`src/rtl/spk_pkg.sv`:
```
`timescale 1ns / 1ps
`default_nettype none
// ----------------------------------------------------------------------------
// spk_pkg
// Shared constants and types for the round-reduced Speck64/128 encryptor.
// ----------------------------------------------------------------------------
package spk_pkg;

    localparam int WORD_W     = 32;
    localparam int ROUND_W    = 5;
    localparam int MAX_ROUNDS = 27;
    localparam int ROT_X      = 8;
    localparam int ROT_Y      = 3;

    localparam logic [ROUND_W-1:0] MAX_ROUNDS_C = ROUND_W'(MAX_ROUNDS);

    typedef logic [WORD_W-1:0] word_t;

    typedef struct packed {
        word_t x;
        word_t y;
        word_t k;
        word_t l0;
        word_t l1;
        word_t l2;
    } spk_state_t;

    function automatic word_t rotr(input word_t v, input int unsigned n);
        rotr = (v >> n) | (v << (WORD_W - n));
    endfunction

    function automatic word_t rotl(input word_t v, input int unsigned n);
        rotl = (v << n) | (v >> (WORD_W - n));
    endfunction

endpackage
`default_nettype wire

```
`src/rtl/spk_cell.sv`:
```
`timescale 1ns / 1ps
`default_nettype none
// ----------------------------------------------------------------------------
// spk_cell
// One round of the chain: data round and key schedule step, registered.
// Passes the state through unchanged when its index is not below the count.
// ----------------------------------------------------------------------------
module spk_cell
    import spk_pkg::*;
(
    input  wire logic               clk,
    input  wire logic               rst_n,
    input  wire logic [ROUND_W-1:0] round_idx,
    input  wire logic [ROUND_W-1:0] round_count,
    input  wire logic               in_valid,
    input  wire spk_state_t         in_state,
    output logic                    out_valid,
    output spk_state_t              out_state
);

    logic       valid_reg;
    spk_state_t state_reg;
    spk_state_t state_next;
    word_t      nx;
    word_t      nl;

    always_comb
    begin
        nx = (rotr(in_state.x, ROT_X) + in_state.y) ^ in_state.k;
        nl = (rotr(in_state.l0, ROT_X) + in_state.k) ^ WORD_W'(round_idx);
        if (round_idx < round_count)
        begin
            state_next.x  = nx;
            state_next.y  = rotl(in_state.y, ROT_Y) ^ nx;
            state_next.k  = rotl(in_state.k, ROT_Y) ^ nl;
            state_next.l0 = in_state.l1;
            state_next.l1 = in_state.l2;
            state_next.l2 = nl;
        end
        else
        begin
            state_next = in_state;
        end
    end

    always_ff @(posedge clk or negedge rst_n)
    begin
        if (!rst_n)
        begin
            valid_reg <= 1'b0;
        end
        else
        begin
            valid_reg <= in_valid;
        end
    end

    always_ff @(posedge clk)
    begin
        state_reg <= state_next;
    end

    assign out_valid = valid_reg;
    assign out_state = state_reg;

endmodule
`default_nettype wire

```
`config.mk`:
```
export PLATFORM = sky130hd
export DESIGN_NAME = spk_cell
export DESIGN_NICKNAME = d
export VERILOG_FILES = /design/src/rtl/spk_pkg.sv /design/src/rtl/spk_cell.sv
export SDC_FILE = /design/constraint.sdc
export NUM_CORES = 1
export LEC_CHECK = 0
export BUFFER_PORTS_ARGS = -buffer_cell sky130_fd_sc_hd__buf_2
export CAP_MARGIN = 25
export CORE_AREA = 3 3 154 156
export DETAILED_ROUTE_END_ITERATION = 8
export DIE_AREA = 0 0 157 159
export HOLD_SLACK_MARGIN = 0.15
export PLACE_DENSITY = 0.78
export RECOVER_POWER = 25
export SETUP_SLACK_MARGIN = 0.2
export SYNTH_ARGS = -nofsm -noshare
export SYNTH_HDL_FRONTEND = slang
export SYNTH_SLANG_ARGS = --single-unit
```
`constraint.sdc`:
```
create_clock -name clk -period 0.9 [get_ports clk]
set_input_delay 0.18 -clock clk [delete_from_list [all_inputs] [get_ports clk]]
set_output_delay 0.18 -clock clk [all_outputs]
set_load 0.02 [all_outputs]
```
==> results of run 1 <==
## metrics by stage
stage / setup TNS (ns) / area, um2
after detailed placement: -254.12 / 16500
after global placement: -248.87 / 16500
after floorplan: -200.99 / 11700
## logic make-up after synthesis
group	synth area share [%]
muxes	1.29
buffers and inverters	3.30
and+or+nand+nor	20.4
xor gates and xnor gates	14.0
DFF	35.2
AOI/OAI and AO/OA	18.0
adders and majority gates	7.88
## synthesized netlist by cell type, types with 3 or more instances
cell type | instances | share of area, %
nand3_1 | 28 | 1.3
a21oi_1 | 62 | 2.8
a211oi_1 | 11 | 0.75
nand2_1 | 381 | 13
mux2_2 | 9 | 0.92
mux2i_1 | 4 | 0.36
dfxtp_1 | 192 | 35
o31ai_1 | 3 | 0.20
and2_1 | 4 | 0.23
a211o_1 | 6 | 0.48
o21ai_1 | 6 | 0.27
a31oi_1 | 9 | 0.51
a2111oi_0 | 4 | 0.32
xnor3_1 | 14 | 2.9
o41ai_4 | 3 | 0.75
o2111ai_1 | 4 | 0.32
o21bai_1 | 6 | 0.41
o211ai_1 | 8 | 0.55
nand2b_1 | 6 | 0.34
nor3_1 | 17 | 0.77
a21boi_0 | 4 | 0.27
a31o_2 | 3 | 0.24
xor2_1 | 45 | 3.6
or2_2 | 3 | 0.17
inv_1 | 28 | 0.96
o21ai_0 | 114 | 5.2
nor2_1 | 43 | 1.5
clkbuf_1 | 62 | 2.1
nor2b_1 | 7 | 0.40
and3_1 | 12 | 0.68
or3_1 | 7 | 0.40
o21a_1 | 12 | 0.82
nand4_1 | 12 | 0.68
and4_1 | 3 | 0.24
nor4_1 | 3 | 0.17
xnor2_1 | 92 | 7.3
a21o_1 | 35 | 2.4
ha_1 | 66 | 7.5
==> metrics.txt, run 1 <==
outcome stopped before the end; Exit stage clock tree synthesis (4_1_cts); Error [ERROR DPL-0033] detailed placement checks failed during check placement.; clock buffer depth 2; Site Rows 55; #FFs+latches synth 193; gpl congestion ~0.91; Async SR Flop Fraction 0.518%; Setup Fix Bufs, Post-CTS between 50 and 60; number of cells upsized or downsized after cts about 1,000; sequential area share after synthesis 35.2%; clk sinks 193; Num CTS Buffers 17; hold buffer count at CTS 105; cell area after synthesis 11,000 um2; Ys Warns 0; Post-Syn Nets 1,633; port bufs around 400; CTS HTree Levels 4; chip height 159 um; Distinct cells, synth 63; Avg Cell Area, Syn between 8 and 9 um2; placed insts 2,340; dpl ws -1.84 ns; I/O Pins just under 400; EDFF count, synth 0; die width 157 um; Synth Instances around 1,400; Starting Density 48.9%; top_reg_cell synth dfxtp_1; hpwl dp 35,300 um; CTS root buffer clkbuf_16
==> run 2, diff against run 1 <==
Settings changed: CORE_AREA 3 3 154 156 to default, CORE_MARGIN from default to 3, CORE_UTILIZATION from default to 40, DIE_AREA 0 0 157 159 to default, HOLD_SLACK_MARGIN 0.15 to default, PLACE_DENSITY 0.78 to default, PLACE_DENSITY_LB_ADDON from default to 0.15, SETUP_SLACK_MARGIN 0.2 to default.
==> metrics.txt, run 2 <==
final hold vios 0; fmax 445 MHz; Async SR Flop Fraction 0.518% (unchanged); post-synthesis adder-cell area fraction 7.88% (unchanged); #FFs+latches synth 193 (unchanged); Compound-Gate Fraction of Synth Area 18.0% (unchanged); area grow syn2layout 95.0%; Post-Syn Nets 1,633 (unchanged); max-cap violations 0; Avg Cell Area, Syn 8.08 um2 (unchanged); CTS HTree Levels 4 (unchanged); first-pass GRT wire length 73,700 um; # DRC 0; remaining antenna violation count after routing 0; Site Rows 60 (+9.1%); Crit path required time 1.26 ns; clk slew on worst S/H paths 0.09 ns; dpl ws -1.87 ns (-0.0238 ns); Synth Area in XOR/XNOR 14.0% (unchanged); sequential area share after synthesis 35.2% (unchanged); Starting Density 40.8% (-8.1 points); highest-count cells in the layout ignoring fill and taps 378 x buf_2, 356 x buf_4, 234 x nand2_1, 192 x dfxtp_1, 97 x nand2_2; Die Area 29,500 um2; Pwr Density 1770 nW/um2; chip height 172 um (+8.0%); Distinct cells, synth 63 (unchanged); port bufs 397 (unchanged); CP Max Fanout 3; placed instance area 16,500 um2 (-0.17%); Critical-path top delay cell a2111o_1; Yosys top cell area share 35.0% (unchanged); DRT iter0 DRCs 1,068; final setup vio count 385; top cells by area, synth dfxtp_1 35%, nand2_1 13%, ha_1 7.5%, xnor2_1 7.3%, o21ai_0 5.2%; gpl congestion 0.910 (about the same); Nets 2,532; max reg flops 192; outcome complete, but fails checks; Total GRT Usage around a third; cell area after synthesis 11,000 um2 (unchanged); clk sinks 193 (unchanged); largest area contributor in the netlist dfxtp_1; pin count of the biggest net entering global routing 25; Slew Viols, Final 0; share of layout cells above drive strength 1 54.9%; critical path data arrival time 2.61 ns; Pwr Total 0.0379 W; count leader, synth nand2_1; Synth Area in Simple Gates 20.4% (unchanged); placed insts 2,383 (+1.8%); RSZ-0062 raised after global routing yes; most frequent cell on the critical path o31ai_4; CP cell instances buf_8, ha_4, inv_2, fa_2, and2b_1, o211ai_1, a31o_2, o31ai_4, a211o_1, a2111o_1, and4_4, o31ai_4; Setup CP Type input port to register; Static Leak 10.5 nW; wirelength, routed 55,300 um; First-pass DRT Iterations 6; die width 172 um (+9.4%); detail-routed via count per cell 5.37; EDFF count, synth 0 (unchanged); hpwl dp 35,300 um (about the same); non-filler cells in the finished layout ~2,600; CP startpoint kind input port; fin crit share 250%; CTS root buffer clkbuf_16; vias post-DR roughly 14,000; main combinational cell family by area after synthesis simple AND/OR/NAND/NOR gates; Synth Instances 1,360 (unchanged); cell area after layout 21,400 um2; Tmin final 2.25 ns; mux contribution to synthesized area 1.29% (unchanged); vias in the first global route 13,354; Slew @ Worst Pin 0.476 ns; crit end category register; CTS tree done; Finished Core Util 79.6%; initial antenna violation count 0; max incr delay on CP 0.48 ns; Diodes inserted 0; GR Overflow Total 0; worst hold path class input port to async pin; failing checks setup timing; final worst setup slack -1.35 ns; Num CTS Buffers 17 (unchanged); Max IR drop VDD 0.00122 V; core footprint about 27,000 um2; wire per inst 21.2 um; Post-synth top cells 381 x nand2_1, 192 x dfxtp_1, 114 x o21ai_0; Rel. slew slack 68.1%; most common library cell in the layout ignoring fill and taps buf_2; top_reg_cell synth dfxtp_1; clock buffer depth 2 (unchanged); I/O Pins 398 (unchanged); Ys Warns 0 (unchanged)
[run 2: cell counts after synthesis]
Identical to the previous run, type by type.
[run 2: routing by layer]
| metal | global-route usage [%] | part of all wire [%] | vias up |
|---|---|---|---|
| li1 | - | - | 6470 |
| met5 | 0 | 0 | - |
| met1 | 40.4 | 39 | 6612 |
| met3 | 5.29 | 7.2 | 196 |
| met2 | 56.5 | 49 | 745 |
| met4 | 12.1 | 5.2 | 0 |
[run 2: cell type report]
cell class / count / area (um2)
clock buffers: 18 / 429
clock inverters: 14 / 149
fillers: 1701 / 5510
inverters: 28 / 118
multi-input cells: 1073 / 8990
flip-flops and latches: 193 / 3870
well taps: 341 / 427
repair buffers: 946 / 7460
[run 2: logic make-up after synthesis]
logic type,count (synthesis)
AOI/OAI and AO/OA,307
xor gates and xnor gates,152
DFF,193
muxes,13
adders and majority gates,68
buffers and inverters,94
and+or+nand+nor,533
[run 2: report_power, final]
group / total, W / switching, W / internal, W
Combinational: 0.0193 / 0.0102 / 0.00907
Sequential: 0.0108 / 0.000530 / 0.0103
Clock: 0.00777 / 0.00405 / 0.00372
[run 2: worst max path at each step]
stage                             start             end  depth (start not counted)
after floorplan           in_state[128]  out_state[156]                         11
after global placement    in_state[128]  out_state[152]                         12
after detailed placement  in_state[128]  out_state[150]                         12
after CTS                 in_state[128]  out_state[158]                         13
after global routing      in_state[128]  out_state[152]                         14
final                     in_state[128]  out_state[152]                         12
[run 2: worst max-delay path, delay by kind of cell]
| kind | cells | cell delay [ns] |
|---|---|---|
| fa+ha+maj | 2 | 0.33 |
| compound gates | 6 | 1.52 |
| buf+inv | 2 | 0.16 |
| simple gates | 2 | 0.41 |
[run 2: per-stage QoR]
step	hold WS, ns	setup TNS, ns
2_1_floorplan	-0.116	-200.99
3_3_place_gp	-0.0451	-248.39
3_5_place_dp	-0.0446	-252.27
4_1_cts	0.0000644	-194.35
5_1_grt	0.0229	-217.10
6_report	0.00898	-203.42
[run 2: what timing repair did]
item                                    4_1_cts  5_1_grt
resized for setup                           259      330
endpoints found under the setup margin      385      385
gates cloned                                 17        9
setup buffers                                45       55
endpoints found under the hold margin       101        1
pin swaps                                   133      189
hold buffers                                 92        1
(Power assumes the default switching activity.)
==> run 3, diff against run 2 <==
Settings changed: ABC_AREA from default to 1, SKIP_CTS_REPAIR_TIMING from default to 1.
==> metrics.txt, run 3 <==
WL met1 23,500 um (+8.8%); wirelength, routed 64,400 um (+16%); final worst setup slack -0.687 ns (+0.660 ns); clk slew on worst S/H paths 0.08 ns (about the same); First-pass DRT Iterations 5 (-1); Total GRT Usage 30.5% (-1.9 points); remaining antenna violation count after routing 0 (unchanged); Ys Warns 0 (unchanged); Avg Cell Area, Syn 6.33 um2 (-22%); cell area after synthesis 11,800 um2 (+7.6%); Tmin final 1.59 ns (-0.660 ns); failing checks hold timing, setup timing; CP cell instances buf_8, ha_4, inv_2, fa_2, buf_4, xor2_1, xor2_1, inv_1, or2_4, nand3_2, o21ai_1; GR Overflow Total 0 (unchanged); core footprint 28,900 um2 (+7.4%); EDFF count, synth 0 (unchanged); I/O Pins 398 (unchanged); outcome complete, but fails checks; critical path data arrival time 1.94 ns (-0.67 ns); max-cap violations 0 (unchanged); dpl ws -1.14 ns (+0.731 ns); top cells by area, synth dfxtp_1 32%, nand2_1 24%, inv_1 8.4%, ha_1 7.0%, o21ai_0 6.2%; Static Leak 12.1 nW (+15%); P_int 0.0228 W (-1.0%); Yosys top cell area share 32.5% (-2.5 points); Max IR drop VDD 0.00131 V (+7.6%); switching power 0.0162 W (+9.5%); most frequent cell on the critical path xor2_1; share of layout cells above drive strength 1 55.2% (+0.23 points); Setup TNS Final -127.18 ns (+76.24 ns); vias post-DR 16,344 (+17%); hold depth 3; die width 178 um (+3.6%); clock share of power 19.6% (-0.9 points); CP Max Fanout 2 (-1); Critical-path top delay cell fa_2; Starting Density 40.9% (+0.099 points); pin count of the biggest net entering global routing 49 (+96%); RSZ-0062 raised after global routing yes; Crit path required time 1.26 ns (about the same); count leader, synth nand2_1; switching share of power 41.5% (+2.4 points); Distinct cells, synth 36 (-43%); clk sinks 193 (unchanged); Slew Viols, Final 0 (unchanged); highest-count cells in the layout ignoring fill and taps 437 x nand2_1, 345 x buf_2, 264 x buf_4, 230 x inv_1, 219 x nand2_2; chip height 178 um (+3.6%); most common library cell in the layout ignoring fill and taps nand2_1; fin crit share 176% (-73 points); initial antenna violation count 2 (+2); Post-synth top cells 742 x nand2_1, 264 x inv_1, 192 x dfxtp_1; Slew @ Worst Pin 0.529 ns (+0.0526 ns); met3 wire len 5010 um (+26%); CTS root buffer clkbuf_16; max incr delay on CP 0.36 ns (-0.12 ns); Pwr Density 1660 nW/um2 (-5.9%); hpwl dp 42,300 um (+20%); CP startpoint kind input port; max reg flops 192 (unchanged); # DRC 0 (unchanged); CTS tree done; port bufs 397 (unchanged); final hold slack -0.0184 ns (-0.0274 ns); Async SR Flop Fraction 0.518% (unchanged); WL met2 31,600 um (+18%); final hold vios 5 (+5); largest area contributor in the netlist dfxtp_1; fmax 630 MHz (+42%); Synth Instances 1,870 (+38%); final setup vio count 385 (unchanged); wire per inst 20.8 um (-1.5%); Nets 2,965 (+17%); top_reg_cell synth dfxtp_1; Die Area 31,700 um2 (+7.3%); vias in the first global route 13,709 (+2.7%); cell area after layout 23,500 um2 (+9.6%); Site Rows 62 (+3.3%); first-pass GRT wire length 73,500 um (-0.23%); CTS HTree Levels 4 (unchanged); crit end category register; Max Used Layer met4; Num CTS Buffers 17 (unchanged); Rel. slew slack 64.6% (-3.5 points); sequential area share after synthesis 32.7% (-2.5 points); worst hold path class input port to register; clock buffer depth 2 (unchanged); placed instance area 17,500 um2 (+6.3%); Post-Syn Nets 2,143 (+31%); sequential power share 27.5% (-1.1 points); area grow syn2layout 98.6%; DRT iter0 DRCs 1,208 (+13%); detail-routed via count per cell 5.29 (-1.5%); logic gate share of total power 52.9% (+2.0 points); gpl congestion 0.916 (+0.67%); Setup CP Type input port to register; #FFs+latches synth 193 (unchanged)
==> run 3: cell types whose count changed in the layout (fill, tap and decap cells not counted), sizes merged, moves of 25 or more <==
| cell | before | now |
|---|---|---|
| nand2 | 381 | 749 |
| nand3 | 28 | 97 |
| buf | 844 | 750 |
| xnor2 | 92 | 22 |
| dlygate4sd3 | 93 | 68 |
| inv | 34 | 270 |
| nor2 | 43 | 83 |
| a21o | 35 | 5 |
| o21ai | 120 | 155 |
==> run 3: cell families (layout without fill, tap and decap cells) <==
family	Yosys count	after routing	share of synthesized area, %
other	0	2	0
XOR/XNOR	63	63	4.66
buffers and inverters	309	1144	10.2
AND/OR/NAND/NOR	994	994	34.3
flip-flops	193	193	32.7
AO/OA/AOI/OAI	243	243	10.8
adder cells (fa/ha/maj)	68	68	7.32
==> run 3: cell type report <==
class | count | area (um2)
Tap cell | 384 | 480
Timing Repair inverter | 2 | 27.5
Sequential cell | 193 | 3870
Clock buffer | 18 | 439
Timing Repair Buffer | 845 | 7010
Clock inverter | 14 | 126
Fill cell | 1822 | 5440
Inverter | 265 | 1050
Multi-Input combinational cell | 1368 | 10500
Antenna cell | 2 | 5.00
==> run 3: final timing paths <==
| check | startpoint | end | slack (ns) |
|---|---|---|---|
| min in group asynchronous | rst_n | out_valid | 0.03 |
| hold / removal | in_state[19] | out_state[19] | -0.02 |
| max in group asynchronous | rst_n | out_valid | 0.79 |
| setup / recovery | in_state[168] | out_state[130] | -0.69 |
==> run 3: per-stage QoR <==
stage,power (W),utilization [%],instances
final,0.0391,81.2,3091
after global routing,0.0405,81.2,3090
after CTS,0.0328,62.4,2928
after detailed placement,0.0253,60.5,2896
after global placement,0.0251,60.5,2896
after floorplan,0.0192,-,1870
==> run 3: routing by layer <==
metal / global-route usage, % / up-vias
met3: 4.47 / 249
met2: 54.3 / 845
met5: 0 / -
met4: 11.5 / 0
met1: 37.1 / 7713
li1: - / 7537
==> run 3: power by group through the flow <==
| stage | sequential [W] | combinational, W | clock, W |
|---|---|---|---|
| after floorplan | 0.0131 | 0.00612 | 0 |
| after global placement | 0.0109 | 0.0143 | 0 |
| after detailed placement | 0.0109 | 0.0144 | 0 |
| after CTS | 0.0107 | 0.0145 | 0.00761 |
| after global routing | 0.0108 | 0.0217 | 0.00801 |
| final | 0.0107 | 0.0207 | 0.00766 |
==> run 3: critical path: cells and delay by family <==
kind	cells	cell delay [ns]
adders and majority gates	2	0.49
and+or+nand+nor	2	0.30
xor gates and xnor gates	2	0.51
buffers and inverters	4	0.41
AOI/OAI and AO/OA	1	0.05
==> run 4, diff against run 3 <==
Settings changed: CORE_AREA from default to 3 3 154 156, CORE_MARGIN 3 to default, CORE_UTILIZATION 40 to default, DIE_AREA from default to 0 0 157 159.
==> metrics.txt, run 4 <==
outcome stopped before the end; Exit stage global routing (5_1_grt); Error [ERROR GRT-0232] Routing congestion too high. Check the congestion heatmap in the GUI.; cell area after synthesis 11,800 um2 (unchanged); I/O Pins 398 (unchanged); pin count of the biggest net entering global routing 50; Total GRT Usage 91.7%; count leader, synth nand2_1; sequential area share after synthesis 32.7% (unchanged); clock buffer depth 2 (unchanged); Yosys top cell area share 32.5% (unchanged); Post-synth top cells 742 x nand2_1, 264 x inv_1, 192 x dfxtp_1; Site Rows 55 (-11%); Distinct cells, synth 36 (unchanged); Starting Density 52.6% (+12 points); Post-Syn Nets 2,143 (unchanged); GRT repair_timing worst endpoint out_state[126]$_DFF_P_/D; CTS root buffer clkbuf_16; Num CTS Buffers 17 (unchanged); Avg Cell Area, Syn 6.33 um2 (unchanged); CTS HTree Levels 4 (unchanged); top_reg_cell synth dfxtp_1; die width 157 um (-12%); chip height 159 um (-11%); port bufs 397 (unchanged); #FFs+latches synth 193 (unchanged); Synth Instances 1,870 (unchanged); Ys Warns 0 (unchanged); clk sinks 193 (unchanged); GR Overflow Total 1,232; hpwl dp 42,400 um (+0.36%); gpl congestion 0.969 (+5.8%); Worst endpoint type register input; largest area contributor in the netlist dfxtp_1; EDFF count, synth 0 (unchanged); top cells by area, synth dfxtp_1 32%, nand2_1 24%, inv_1 8.4%, ha_1 7.0%, o21ai_0 6.2%; Async SR Flop Fraction 0.518% (unchanged)
run 4: cell counts after synthesis:
No cell type changed its count.
run 4: through the flow:
| step | setup TNS (ns) | area, um2 | util (%) | worst slack (ns) | cells |
|---|---|---|---|---|---|
| detailed placement | -175.70 | 17200 | 76.3 | -1.16 | 2770 |
| floorplan | -95.87 | 13200 | - | -0.743 | 1870 |
| global placement | -166.11 | 17200 | 76.3 | -1.07 | 2770 |
| CTS | -128.42 | 17800 | 79.1 | -0.697 | 2802 |
run 4: layer usage:
metal	global-route usage [%]	GRT overflow
met1	83.9	24
met5	24.0	1
met4	104	282
met3	72.0	13
met2	115	912
run 4: logic make-up after synthesis:
family,count (synthesis),share of synthesized area [%]
xor gates and xnor gates,63,4.66
adders and majority gates,68,7.32
and+or+nand+nor,994,34.3
buffers and inverters,309,10.2
AOI/OAI and AO/OA,243,10.8
DFF,193,32.7
